$ cat config.mk
export PLATFORM = sky130hd
export DESIGN_NAME = go_to_point_steering
export DESIGN_NICKNAME = d
export VERILOG_FILES = /design/src/rtl/gtps_pkg.sv /design/src/rtl/go_to_point_steering.sv /design/src/rtl/gtps_cordic.sv /design/src/rtl/gtps_sqrt.sv
export SDC_FILE = /design/constraint.sdc
export NUM_CORES = 2
export LEC_CHECK = 0
export ABC_AREA = 1
export BUFFER_PORTS_ARGS = -buffer_cell sky130_fd_sc_hd__clkbuf_2
export CORE_MARGIN = 2
export CORE_UTILIZATION = 29
export DETAILED_ROUTE_END_ITERATION = 8
export PLACE_DENSITY_LB_ADDON = 0.1
export SYNTH_ARGS = -nofsm -noshare
export SYNTH_HDL_FRONTEND = slang
export SYNTH_SLANG_ARGS = --single-unit
export TNS_END_PERCENT = 30
$ cat constraint.sdc
create_clock -name clk_i -period 11.6 [get_ports clk_i]
set_input_delay 0.58 -clock clk_i [delete_from_list [all_inputs] [get_ports clk_i]]
set_output_delay 0.58 -clock clk_i [all_outputs]
set_load 0.02 [all_outputs]
$ cat src/rtl/gtps_pkg.sv
package gtps_pkg;

  localparam int unsigned AtanMax = 24;

  typedef enum logic [2:0] {
    ACT_NONE  = 3'd0,
    ACT_STOP  = 3'd1,
    ACT_SPEED = 3'd2,
    ACT_FWD   = 3'd3,
    ACT_BWD   = 3'd4,
    ACT_TURN0 = 3'd5,
    ACT_TURN1 = 3'd6
  } action_e;

  typedef enum logic [2:0] {
    REG_ARRIVE = 3'd0,
    REG_TURN_THR = 3'd1,
    REG_FAR_THR = 3'd2,
    REG_NEAR_THR = 3'd3,
    REG_CHANGE_DIST = 3'd4,
    REG_SPEED_FAST = 3'd5,
    REG_SPEED_SLOW = 3'd6
  } reg_idx_e;

  localparam logic [7:0] CodeStop = 8'd0;
  localparam logic [7:0] CodeMax = 8'd4;
  localparam logic [15:0] PiSixth = 16'd5461;
  localparam logic [34:0] FarDist2 = 35'd122500;
  localparam logic [9:0] SpeedBias = 10'd250;
  // divide by 20 as multiply by 205 then shift by 12, exact up to 599
  localparam logic [7:0] SpeedRecip = 8'd205;
  localparam int unsigned SpeedShift = 12;
  localparam logic [7:0] SpeedMax = 8'd30;
  localparam logic [6:0] GrowRadius = 7'd50;

  function automatic logic [31:0] atan_lut(input logic [4:0] i);
    logic [31:0] r;
    begin
      case (i)
        5'd0: r = 32'h20000000;  5'd1: r = 32'h12E4051E;
        5'd2: r = 32'h09FB385B;  5'd3: r = 32'h051111D4;
        5'd4: r = 32'h028B0D43;  5'd5: r = 32'h0145D7E1;
        5'd6: r = 32'h00A2F61E;  5'd7: r = 32'h00517C55;
        5'd8: r = 32'h0028BE53;  5'd9: r = 32'h00145F2F;
        5'd10: r = 32'h000A2F98; 5'd11: r = 32'h000517CC;
        5'd12: r = 32'h00028BE6; 5'd13: r = 32'h000145F3;
        5'd14: r = 32'h0000A2FA; 5'd15: r = 32'h0000517D;
        5'd16: r = 32'h000028BE; 5'd17: r = 32'h0000145F;
        5'd18: r = 32'h00000A30; 5'd19: r = 32'h00000518;
        5'd20: r = 32'h0000028C; 5'd21: r = 32'h00000146;
        5'd22: r = 32'h000000A3; 5'd23: r = 32'h00000051;
        default: r = 32'h0;
      endcase
      return r;
    end
  endfunction

  function automatic logic [15:0] mag16(input logic signed [15:0] d);
    logic [16:0] m;
    begin
      m = d[15] ? 17'(-$signed({d[15], d})) : {1'b0, d};
      return m[15:0] | {m[16], 15'd0};
    end
  endfunction

endpackage

$ cat src/rtl/go_to_point_steering.sv
// path: manual word, skipped tick and reported-at-goal word go straight to the output register;
// arrival after the shared-multiplier squares, other navigation words after the vectoring cordic
// loop (steps capped at 24) with the square root running alongside
// throughput: one word at a time, in_stall_o high while a word is in work, next word
// taken the cycle after the result is taken
// reset: asynchronous active low, config registers to defaults, state flags cleared, datapath not reset
module go_to_point_steering #(
  parameter int unsigned CORDIC_STEPS = 16
) (
  input  logic        clk_i,
  input  logic        rst_ni,
  input  logic        in_valid_i,
  output logic        in_stall_o,
  input  logic        command_i,
  input  logic [7:0]  manual_code_i,
  input  logic [7:0]  manual_speed_i,
  input  logic signed [15:0] pos_x_i,
  input  logic signed [15:0] pos_y_i,
  input  logic signed [15:0] goal_x_i,
  input  logic signed [15:0] goal_y_i,
  input  logic signed [15:0] drift_x_i,
  input  logic signed [15:0] drift_y_i,
  input  logic signed [15:0] heading_i,
  input  logic signed [15:0] final_heading_i,
  input  logic        offset_ready_i,
  output logic        out_valid_o,
  input  logic        out_stall_i,
  output logic [2:0]  action_o,
  output logic [7:0]  speed_o,
  output logic        at_target_o,
  input  logic        cfg_valid_i,
  output logic        cfg_ready_o,
  input  logic [2:0]  cfg_index_i,
  input  logic [15:0] cfg_data_i
);
  import gtps_pkg::*;

  typedef enum logic [4:0] {
    S_IDLE = 5'b00001, S_MUL = 5'b00010, S_SQR = 5'b00100,
    S_RUN = 5'b01000, S_OUT = 5'b10000
  } state_e;

  state_e state_q, state_d;
  logic [15:0] arrive_q, chg_q;
  logic [14:0] tthr_q, fthr_q, nthr_q;
  logic [7:0] sfast_q, sslow_q, prev_q;
  logic turning_q, arrived_q;
  logic [2:0] act_q;
  logic [7:0] spd_q;
  logic at_q;
  logic signed [17:0] vx_q, vy_q;
  logic signed [15:0] hd_q;
  logic [34:0] d2_q, rad2_q, tc2_q;
  logic [1:0] mstep_q;
  logic sq_done, cd_done, sq_got_q, cd_got_q;
  logic [8:0] root;
  logic signed [15:0] bear;
  logic [15:0] bear_q;
  logic [8:0] root_q;
  logic accept, cd_start, sq_start;
  logic signed [17:0] mul_a;
  logic [17:0] mul_m;
  logic [35:0] prod;

  assign cfg_ready_o = (state_q == S_IDLE) && !out_valid_o;
  assign in_stall_o = (state_q != S_IDLE) || (out_valid_o && out_stall_i);
  assign accept = in_valid_i && !in_stall_o;
  assign out_valid_o = (state_q == S_OUT);
  assign action_o = act_q;
  assign speed_o = spd_q;
  assign at_target_o = at_q;

  // shared multiplier, one square a cycle
  always_comb begin
    case (mstep_q)
      2'd0: mul_a = vx_q;
      2'd1: mul_a = vy_q;
      2'd2: mul_a = 18'($signed({1'b0, arrive_q})) + (arrived_q ? 18'(GrowRadius) : 18'sd0);
      default: mul_a = 18'($signed({1'b0, chg_q}));
    endcase
    mul_m = mul_a[17] ? 18'(-mul_a) : 18'(mul_a);
    prod = 36'(mul_m) * 36'(mul_m);
  end

  assign cd_start = (state_q == S_SQR);
  assign sq_start = (state_q == S_SQR);

  gtps_cordic #(.Steps(CORDIC_STEPS)) u_cordic (
    .clk_i, .rst_ni, .start_i(cd_start), .vx_i(vx_q), .vy_i(vy_q),
    .done_o(cd_done), .angle_o(bear)
  );

  gtps_sqrt u_sqrt (
    .clk_i, .rst_ni, .start_i(sq_start),
    .v_i(d2_q >= FarDist2 ? 17'd0 : d2_q[16:0]), .done_o(sq_done), .root_o(root)
  );

  logic signed [15:0] d1, d2, da;
  logic [15:0] m1, m2, ma, thr;
  logic [9:0] sp_sum;
  logic [17:0] sp_prod;
  logic [7:0] sp_calc;
  logic [7:0] mcode, mspd;

  always_comb begin
    da = heading_i - final_heading_i;
    ma = mag16(da);
    d1 = hd_q - $signed(bear_q);
    d2 = hd_q - 16'sh8000 - $signed(bear_q);
    m1 = mag16(d1);
    m2 = mag16(d2);
    thr = turning_q ? {1'b0, tthr_q} : (d2_q > tc2_q ? {1'b0, fthr_q} : {1'b0, nthr_q});
    sp_sum = 10'(root_q) + SpeedBias;
    sp_prod = 18'(sp_sum) * 18'(SpeedRecip);
    sp_calc = (d2_q >= FarDist2) ? SpeedMax : 8'(sp_prod >> SpeedShift);
    if (sp_calc > SpeedMax) sp_calc = SpeedMax;
    mspd = manual_speed_i;
    mcode = (mspd == 8'd0) ? CodeStop : manual_code_i;
    if (mcode == CodeStop) mspd = 8'd0;
  end

  always_ff @(posedge clk_i or negedge rst_ni) begin
    if (!rst_ni) begin
      state_q <= S_IDLE;
      arrive_q <= 16'd100; tthr_q <= 15'd1820; fthr_q <= 15'd3641;
      nthr_q <= 15'd1820; chg_q <= 16'd500; sfast_q <= 8'd20; sslow_q <= 8'd10;
      prev_q <= '0; turning_q <= 1'b0; arrived_q <= 1'b0;
      mstep_q <= '0; sq_got_q <= 1'b0; cd_got_q <= 1'b0;
    end else begin
      if (cfg_valid_i && cfg_ready_o) begin
        case (cfg_index_i)
          REG_ARRIVE: arrive_q <= cfg_data_i;
          REG_TURN_THR: tthr_q <= cfg_data_i[14:0];
          REG_FAR_THR: fthr_q <= cfg_data_i[14:0];
          REG_NEAR_THR: nthr_q <= cfg_data_i[14:0];
          REG_CHANGE_DIST: chg_q <= cfg_data_i;
          REG_SPEED_FAST: sfast_q <= cfg_data_i[7:0];
          REG_SPEED_SLOW: sslow_q <= cfg_data_i[7:0];
          default: ;
        endcase
      end
      case (state_q)
        S_IDLE: begin
          if (accept) begin
            if (!command_i) begin
              prev_q <= mcode;
              state_q <= S_OUT;
            end else if (final_heading_i != 16'sd0 && !offset_ready_i) begin
              state_q <= S_OUT;
            end else if (pos_x_i == goal_x_i && pos_y_i == goal_y_i) begin
              state_q <= S_OUT;
            end else begin
              mstep_q <= '0;
              state_q <= S_MUL;
            end
          end
        end
        S_MUL: begin
          mstep_q <= mstep_q + 1'b1;
          if (mstep_q == 2'd3) begin
            if (d2_q < rad2_q) begin
              arrived_q <= 1'b1;
              state_q <= S_OUT;
            end else begin
              arrived_q <= 1'b0;
              sq_got_q <= 1'b0; cd_got_q <= 1'b0;
              state_q <= S_SQR;
            end
          end
        end
        S_SQR: state_q <= S_RUN;
        S_RUN: begin
          if (sq_done) sq_got_q <= 1'b1;
          if (cd_done) cd_got_q <= 1'b1;
          if (sq_got_q && cd_got_q) begin
            state_q <= S_OUT;
            if ((m1 <= m2 ? m1 : m2) > thr) turning_q <= 1'b1;
            else turning_q <= 1'b0;
          end
        end
        S_OUT: if (!out_stall_i) state_q <= S_IDLE;
        default: state_q <= S_IDLE;
      endcase
    end
  end

  always_ff @(posedge clk_i) begin
    if (sq_done) root_q <= root;
    if (cd_done) bear_q <= bear;
    case (state_q)
      S_IDLE: begin
        vx_q <= 18'(goal_x_i) - 18'(pos_x_i) - 18'(drift_x_i);
        vy_q <= 18'(goal_y_i) - 18'(pos_y_i) - 18'(drift_y_i);
        hd_q <= heading_i;
        act_q <= ACT_NONE; spd_q <= '0; at_q <= 1'b0;
        if (!command_i) begin
          if (mcode == prev_q) begin
            act_q <= ACT_SPEED; spd_q <= mspd;
          end else if (mcode <= CodeMax) begin
            act_q <= (mcode == CodeStop) ? ACT_STOP : action_e'(3'(mcode) + 3'd2);
            spd_q <= mspd;
          end
        end else if (final_heading_i != 16'sd0 && !offset_ready_i) begin
        end else if (pos_x_i == goal_x_i && pos_y_i == goal_y_i) begin
          act_q <= ACT_STOP; at_q <= 1'b1;
        end else begin
          // arrival result prepared early
          at_q <= 1'b1;
          if (ma > {1'b0, tthr_q}) begin
            act_q <= (da > 0) ? ACT_TURN1 : ACT_TURN0;
            spd_q <= (ma > PiSixth) ? sfast_q : sslow_q;
          end else begin
            act_q <= ACT_STOP;
          end
        end
      end
      S_MUL: begin
        case (mstep_q)
          2'd0: d2_q <= prod[34:0];
          2'd1: d2_q <= d2_q + prod[34:0];
          2'd2: rad2_q <= prod[34:0];
          default: tc2_q <= prod[34:0];
        endcase
      end
      S_RUN: begin
        if (sq_got_q && cd_got_q) begin
          at_q <= 1'b0;
          if (m1 <= m2) begin
            if (m1 > thr) begin
              act_q <= (d1 > 0) ? ACT_TURN1 : ACT_TURN0;
              spd_q <= (m1 > PiSixth) ? sfast_q : sslow_q;
            end else begin
              act_q <= ACT_FWD; spd_q <= sp_calc;
            end
          end else begin
            if (m2 > thr) begin
              act_q <= (d2 > 0) ? ACT_TURN1 : ACT_TURN0;
              spd_q <= (m2 > PiSixth) ? sfast_q : sslow_q;
            end else begin
              act_q <= ACT_BWD; spd_q <= sp_calc;
            end
          end
        end
      end
      default: ;
    endcase
  end
endmodule

$ cat src/rtl/gtps_cordic.sv
module gtps_cordic #(
  parameter int unsigned Steps = 16
) (
  input  logic               clk_i,
  input  logic               rst_ni,
  input  logic               start_i,
  input  logic signed [17:0] vx_i,
  input  logic signed [17:0] vy_i,
  output logic               done_o,
  output logic signed [15:0] angle_o
);
  import gtps_pkg::*;

  localparam int unsigned NSteps = (Steps < AtanMax) ? Steps : AtanMax;
  localparam int unsigned CntW = $clog2(NSteps + 1);

  logic signed [37:0] x_q, x_d, y_q, y_d;
  logic [31:0] ang_q, ang_d;
  logic [CntW-1:0] cnt_q, cnt_d;
  logic busy_q, busy_d, zero_q, zero_d;
  logic signed [37:0] xs, ys;
  logic [31:0] rnd;

  always_comb begin
    x_d = x_q; y_d = y_q; ang_d = ang_q; cnt_d = cnt_q; busy_d = busy_q;
    zero_d = zero_q;
    xs = x_q >>> cnt_q;
    ys = y_q >>> cnt_q;
    done_o = 1'b0;
    if (start_i) begin
      zero_d = (vx_i == 18'sd0) && (vy_i == 18'sd0);
      if (vx_i < 0) begin
        x_d = -(38'(vx_i) <<< 14); y_d = -(38'(vy_i) <<< 14); ang_d = 32'h80000000;
      end else begin
        x_d = 38'(vx_i) <<< 14; y_d = 38'(vy_i) <<< 14; ang_d = 32'h0;
      end
      cnt_d = '0;
      busy_d = 1'b1;
    end else if (busy_q) begin
      if (cnt_q == CntW'(NSteps)) begin
        busy_d = 1'b0;
        done_o = 1'b1;
      end else begin
        if (y_q > 0) begin
          x_d = x_q + ys; y_d = y_q - xs; ang_d = ang_q + atan_lut(5'(cnt_q));
        end else begin
          x_d = x_q - ys; y_d = y_q + xs; ang_d = ang_q - atan_lut(5'(cnt_q));
        end
        cnt_d = cnt_q + 1'b1;
      end
    end
    rnd = ang_q + 32'h8000;
    angle_o = zero_q ? 16'sd0 : $signed(rnd[31:16]);
  end

  always_ff @(posedge clk_i or negedge rst_ni) begin
    if (!rst_ni) begin
      busy_q <= 1'b0;
      cnt_q <= '0;
    end else begin
      busy_q <= busy_d;
      cnt_q <= cnt_d;
    end
  end

  always_ff @(posedge clk_i) begin
    x_q <= x_d; y_q <= y_d; ang_q <= ang_d; zero_q <= zero_d;
  end
endmodule

$ cat src/rtl/gtps_sqrt.sv
module gtps_sqrt (
  input  logic        clk_i,
  input  logic        rst_ni,
  input  logic        start_i,
  input  logic [16:0] v_i,
  output logic        done_o,
  output logic [8:0]  root_o
);
  logic [16:0] rem_q, rem_d;
  logic [8:0] root_q, root_d;
  logic [3:0] cnt_q, cnt_d;
  logic busy_q, busy_d;
  logic [10:0] trial;
  logic [18:0] cur;

  assign root_o = root_q;

  always_comb begin
    rem_d = rem_q; root_d = root_q; cnt_d = cnt_q; busy_d = busy_q; done_o = 1'b0;
    cur = {rem_q, 2'b00};
    trial = '0;
    if (start_i) begin
      rem_d = v_i; root_d = '0; cnt_d = 4'd9; busy_d = 1'b1;
    end else if (busy_q) begin
      if (cnt_q == 4'd0) begin
        busy_d = 1'b0; done_o = 1'b1;
      end else begin
        cur = {2'b00, rem_q} >> (2 * (cnt_q - 1'b1));
        trial = {root_q, 2'b01};
        if (cur[10:0] >= trial && cur[18:11] == '0 || cur[18:11] != '0) begin
          rem_d = rem_q - (17'(trial) << (2 * (cnt_q - 1'b1)));
          root_d = {root_q[7:0], 1'b1};
        end else begin
          root_d = {root_q[7:0], 1'b0};
        end
        cnt_d = cnt_q - 1'b1;
      end
    end
  end

  always_ff @(posedge clk_i or negedge rst_ni) begin
    if (!rst_ni) begin
      busy_q <= 1'b0;
      cnt_q <= '0;
    end else begin
      busy_q <= busy_d;
      cnt_q <= cnt_d;
    end
  end

  always_ff @(posedge clk_i) begin
    rem_q <= rem_d; root_q <= root_d;
  end
endmodule

# After elaboration in Yosys (flattened, before gate mapping)
# Memories as Yosys holds them, arrays and structs flattened.
# Cells that the tools add are included.
# W data, S select, Z words.
[classes] n_addsub=30 multipliers=2 magnitude_cmp=19 eq_ne=31 shifts=4 n_mux=116 bitwise_logic=6 reduce_logical=54
[op_table] op="$mux W32" count=13
[op_table] op="$mux W38" count=10
[op_table] op="$mux W17" count=8
[op_table] op="$mux W8" count=15
[op_table] op="$add A38 B38 Y38" count=2
[op_table] op="$neg A32 Y38" count=2
[op_table] op="$sshr A38 B5 Y38" count=2
[op_table] op="$sub A38 B38 Y38" count=2
[op_table] op="$pmux W35 S2" count=1
[op_table] op="$gt A16 B15 Y1" count=4
[op_table] op="$mux W5" count=11
[op_table] op="$pmux W18 S3" count=1
[op_table] op="$neg A16 Y17" count=3
[op_table] op="$gt A16 B1 Y1 const B" count=3
[op_table] op="$gt A16 B13 Y1 const B" count=3
[op_table] op="$or A16 B16 Y16" count=3
[op_table] op="$sub A16 B16 Y16" count=3
[op_table] op="$gt A38 B1 Y1 const B" count=1
[op_table] op="$logic_not A18 Y1" count=2
[op_table] op="$sub A17 B16 Y18" count=2
[op_table] op="$add A35 B35 Y35" count=1
[op_table] op="$ge A35 B17 Y1 const B" count=1
[op_table] op="$gt A35 B35 Y1" count=1
[op_table] op="$lt A35 B35 Y1" count=1
[op_table] op="66 further kinds" count=167
[word_totals] regBits=452 romBits=1920 out_inout_bits=15 wordCells=299 memories=2
[memory_table] name="(no name shown)" depth=32 width=30 rd=1 rd_clocked_by_memory_dff=0 write_ports=0 line="gtps_pkg.sv:39" text="case (i)"
[memory_table] name="(no name shown)" depth=32 width=30 rd=1 rd_clocked_by_memory_dff=0 write_ports=0 line="gtps_pkg.sv:39"

# Longest topological paths before layout
[logic_depth] ltp_word=11 mapped_depth=59 mapped_depth_nobuf=56

# Modules after synthesis
# A second synthesis with hierarchy kept.
[unflattened] cells_unflattened=8382 area_unflattened_um2=58818.9
[modules_own_cells] module="go_to_point_steering" n_inst=1 cells_each=4695 area_each_um2=36750.2 seq_area_each_um2=8609.5
[modules_own_cells] module="gtps_cordic" n_inst=1 cells_each=3181 area_each_um2=18866.8 seq_area_each_um2=3423.3
[modules_own_cells] module="gtps_sqrt" n_inst=1 cells_each=506 area_each_um2=3201.8 seq_area_each_um2=815.8

# Least setup slack after synthesis
# OpenSTA, ideal clock, no wires.
[synth_path] path_type="register -> register" startpoint="register mstep_q[0]" endpoint="register d2_q[32] (data pin)" arrival_ns=9.472 required_time_ns=11.346 slack_ns=1.874 stages_incl_launch_ff=57 n_path_buf=4 period_less_slack_ns=9.726 path_cell_list="dfrtp_1 > ha_1 > inv_2 > buf_2 > o21ai_0 > o22ai_1 > clkbuf_1 > clkbuf_1 > ha_1 > nand3_1 > nor2_1 > nand2_1 > inv_1 > nand3_1 > inv_1 > o21bai_1 > nand2_1 > inv_1 > [21 not listed] > nand2_1 > nand2_1 > nand3_1 > nand2_1 > nand2_1 > and2_1 > ha_1 > nand2_1 > nor4_1 > nand3_1 > o21ai_0 > nand3_1 > nand2_1 > nand3_1 > nand2_1 > nand2_1 > nand3_1 > nand2_1"
[synth_between] elab_chain_cells=7 word_cells_on_any_way=9 classes_between="add/sub: 2; mul: 1; eq/ne: 2; mux: 3; reduce/logical: 1"
[synth_rtl] element="start: declaration" line="go_to_point_steering.sv:54" text="logic [1:0] mstep_q;"
[synth_rtl] element="start signal: assignment" line="go_to_point_steering.sv:159" text="mstep_q <= mstep_q + 1'b1;"
[synth_rtl] element="$eq A2 B2 Y1 (tied with other cells)" line="go_to_point_steering.sv:75" text="case (mstep_q)"
[synth_rtl] element="$pmux W18 S3 *" line="go_to_point_steering.sv:75"
[synth_rtl] element="$neg A18 Y18" line="go_to_point_steering.sv:81" text="mul_m = mul_a[17] ? 18'(-mul_a) : 18'(mul_a);"
[synth_rtl] element="$mux W18 *" line="go_to_point_steering.sv:81"
[synth_rtl] element="$mul A18 B18 Y35 *" line="go_to_point_steering.sv:82" text="prod = 36'(mul_m) * 36'(mul_m);"
[synth_rtl] element="named net prod[27]" line="go_to_point_steering.sv:63" text="logic [35:0] prod;"
[synth_rtl] element="$add A35 B35 Y35 *" line="go_to_point_steering.sv:220" text="2'd1: d2_q <= d2_q + prod[34:0];"
[synth_rtl] element="$pmux W35 S2 *" line="go_to_point_steering.sv:218" text="case (mstep_q)"
[synth_rtl] element="end signal: assignment" line="go_to_point_steering.sv:219" text="2'd0: d2_q <= prod[34:0];"
[synth_rtl] element="end signal: assignment" line="go_to_point_steering.sv:220"
[synth_rtl] element="end: declaration" line="go_to_point_steering.sv:53" text="logic [34:0] d2_q, rad2_q, tc2_q;"
# Mark *: on every way through the listed nets, which the timed path passes. The rest lies on a longest branch.
# A chain may end at the register's enable or synchronous reset.

# Final worst setup path
[layout_path] startpoint="register mstep_q[0]" endpoint="register d2_q[34] (data pin)"
# Same word-level chain as after synthesis.

==> flow_summary.yaml <==
sta:
  slew-limit-headroom: 0.262
  fin_crit_sh: 0.936
  slew_viol_final: 0
  fin_skew_ns: 0.0402
  whs_ns: 0.0942
  rsz0062_at_grt: "no"
  finalSetupTns_ns: 0
  setup_ws_ns: 0.738
  timing.fmax_mhz: 92.1
  final-setup-viol-count: 0
  period_minus_slack_ns: 10.86
  hold_viol: 0
  worst_pin_slew_ns: 1.11
worst_setup_path:
  ff2ff_setup_slack_ns: 0.74
  cp_slowest_cell: "fa_1"
  end_kind: "flip-flop"
  start_kind: "flip-flop"
  crit_path_max_fanout: 16
  crit_required_ns: 12.07
  crit_type: "flip-flop to flip-flop"
  crit_path_max_incr_delay_ns: 0.58
  crit_top_cell: "inv_1"
  arrival_ns: 11.33
logic_synthesis:
  synth_area_mm2: 0.0573
  synth_area_leaders: "edfxtp_1, ha_1, nand2_1"
  yosys.area.top_type: "edfxtp_1"
  yosys_warnings: 0
  synthAdderAreaFrac: 0.225
  synth_top_cell_area_share: 0.167
  async_flop_share: 0.273
  synth_mux_area_frac: 0.00506
  ys.flop_type: "edfxtp_1"
  synth_compound_area_frac: 0.159
  yosys.area_share.simple: 0.241
  synth-seq-cells: 450
  ys_types: 83
  synthXorXnorAreaFrac: 0.0416
  syn-instance-count: 8043
  synth_top_family_by_area: "simple AND/OR/NAND/NOR gates"
  avgSynthCellArea_um2: 7.13
  seq_area_frac_synth: 0.224
  synth_edf_count: 318
  synthTopCellsByCount: "nand2_1, inv_1, nor2_1"
  synth_most_common_cell: "nand2_1"
final_layout:
  nFillCells: 21508
  final_cells: 10858
  drive_above_1_share: 0.0668
  final_nets: 9190
  synthToLayoutAreaGrowth_pct: 10.6
floorplanning:
  die_w_um: 449
  dieArea_mm2: 0.201
  num_rows: 163
  coreArea_mm2: 0.197
  initial_core_util: 0.291
  ioPinCount: 185
  die_y_um: 449
clock_network:
  clock-root-buffer: "clkbuf_16"
  h-tree-depth: 2
  cts.sinks: 450
  insertion_delay_ns: 0.71
  cts_tree: "yes"
  clk_pin_slew_ns: 0.06
  cts_buffer_depth: 3
  cts_made_buffers: 61
route:
  drtIter0Drc: 3801
  num_vias: 53313
  viasPerCell: 4.91
  wl_mm: 211
  drc_errors: 0
  first_pass_iters: 6
  ant_nets: 0
  wire_per_inst_um: 19.4
global_routing:
  grt_pass1_wl_mm: 323
  grt_pass1_vias: 52563
  globalRouteTotalUtil: 0.206
  overflow: 0
  grt_max_degree: 104
  antenna_found_initial: 4
placed_design:
  pre_cts_ws_ns: 0.242
  place.gp.congestion: 0.904
  dpl.hpwl_mm: 175
  io_buffers: 184
  dp.cells: 10737
flow_run:
  cap_violations: 0
hold_path:
  min_path_type: "input port to flip-flop"
run_status:
  status: "completed"
## cell usage in the layout, fill, tap and decap left out, drive strengths merged, types with 14 or more instances in the layout
cell type  synthesis  routed
o21ai            727     727
fa               290     290
o211ai            49      49
xnor2            118     118
nand4            110     110
nand3            405     405
mux2i             29      29
a21boi            14      14
nor2             627     627
a21o              25      25
nand2           1862    1862
xor2             152     152
o31ai             17      17
buf               79      55
nor4              42      42
o221ai            24      24
o21bai            25      25
edfxtp           318     318
a211oi            17      17
a21oi            517     517
nand3b            21      21
a31oi             57      57
clkinv             8      19
or2               68      68
dfrtp             90      90
o22ai             55      55
inv             1349    1355
clkbuf           116     275
a221oi            19      19
ha               569     569
dfstp             33      33
o21a              41      41
nor3              94      94
## per-stage QoR
| stage | util | cell area (um2) |
|---|---|---|
| after floorplan | - | 57400 |
| after global placement | 0.311 | 61200 |
| after detailed placement | 0.311 | 61200 |
| after CTS | 0.322 | 63300 |
| after global routing | 0.322 | 63400 |
| final | 0.322 | 63400 |
## sequential cells by signal, summed over array words and instances (netlist names), 5 cells and up
name	count
u_cordic.x_q	38
u_cordic.y_q	38
d2_q	35
rad2_q	34
tc2_q	34
u_cordic.ang_q	32
vx_q	18
vy_q	18
u_sqrt.rem_q	17
arrive_q	16
bear_q	16
chg_q	16
hd_q	16
fthr_q	15
nthr_q	15
tthr_q	15
root_q	9
u_sqrt.root_o	9
prev_q	8
sfast_q	8
speed_o	8
sslow_q	8
state_q	5
u_cordic.cnt_q	5
## final cells by class
class                           count  area [um2]  share of cell area
Antenna cell                        4        10.0            0.000158
Clock buffer                       92        1870              0.0295
Clock inverter                     24         248             0.00391
Inverter                         1357        5100              0.0804
Multi-Input combinational cell   6052       38600               0.610
Sequential cell                   450       12900               0.203
Tap cell                         2640        3300              0.0521
Timing Repair Buffer              239        1360              0.0214
## metal layers
metal  routed length [um]  track usage
met5                    0            0
met3                 7570       0.0185
met2                95100        0.333
met1               103000        0.295
met4                 4860       0.0483
## worst max-delay path, delay by kind of cell (launching register included)
kind	cells	cell delay [ns]
fa+ha+maj	10	4.47
simple gates	18	2.42
compound gates	12	2.27
buf+inv	8	0.72
flops	1	0.38
xor+xnor	1	0.33
## worst paths after layout
kind                       depth (start not counted)              from                 to
hold / removal                                     1     heading_i[15]           hd_q[15]
min in group asynchronous                          2            rst_ni  u_cordic.cnt_q[3]
setup / recovery                                  49        mstep_q[0]           d2_q[34]
setup reg to reg                                  49        mstep_q[0]           d2_q[34]
hold reg to reg                                    0  u_sqrt.root_o[3]          root_q[3]
max in group asynchronous                          3            rst_ni          prev_q[4]
## cell families (layout without fill, tap and decap cells)
| group | count (synthesis) | count (layout) |
|---|---|---|
| AND/OR/NAND/NOR | 3258 | 3258 |
| AO/OA/AOI/OAI | 1623 | 1623 |
| buffers and inverters | 1552 | 1712 |
| adder cells (fa/ha/maj) | 859 | 859 |
| flip-flops | 450 | 450 |
| XOR/XNOR | 270 | 270 |
| multiplexers | 29 | 29 |
| other | 2 | 17 |
## what timing repair did
action	4_1_cts	5_1_grt
hold buffers	1	0
resized for setup	0	12
setup buffers	0	0
hold endpoints to repair	46	0
setup endpoints to repair	0	9
Power is not shown: default switching activity piles up to over one toggle a cycle in this logic, so the estimate is an artifact.
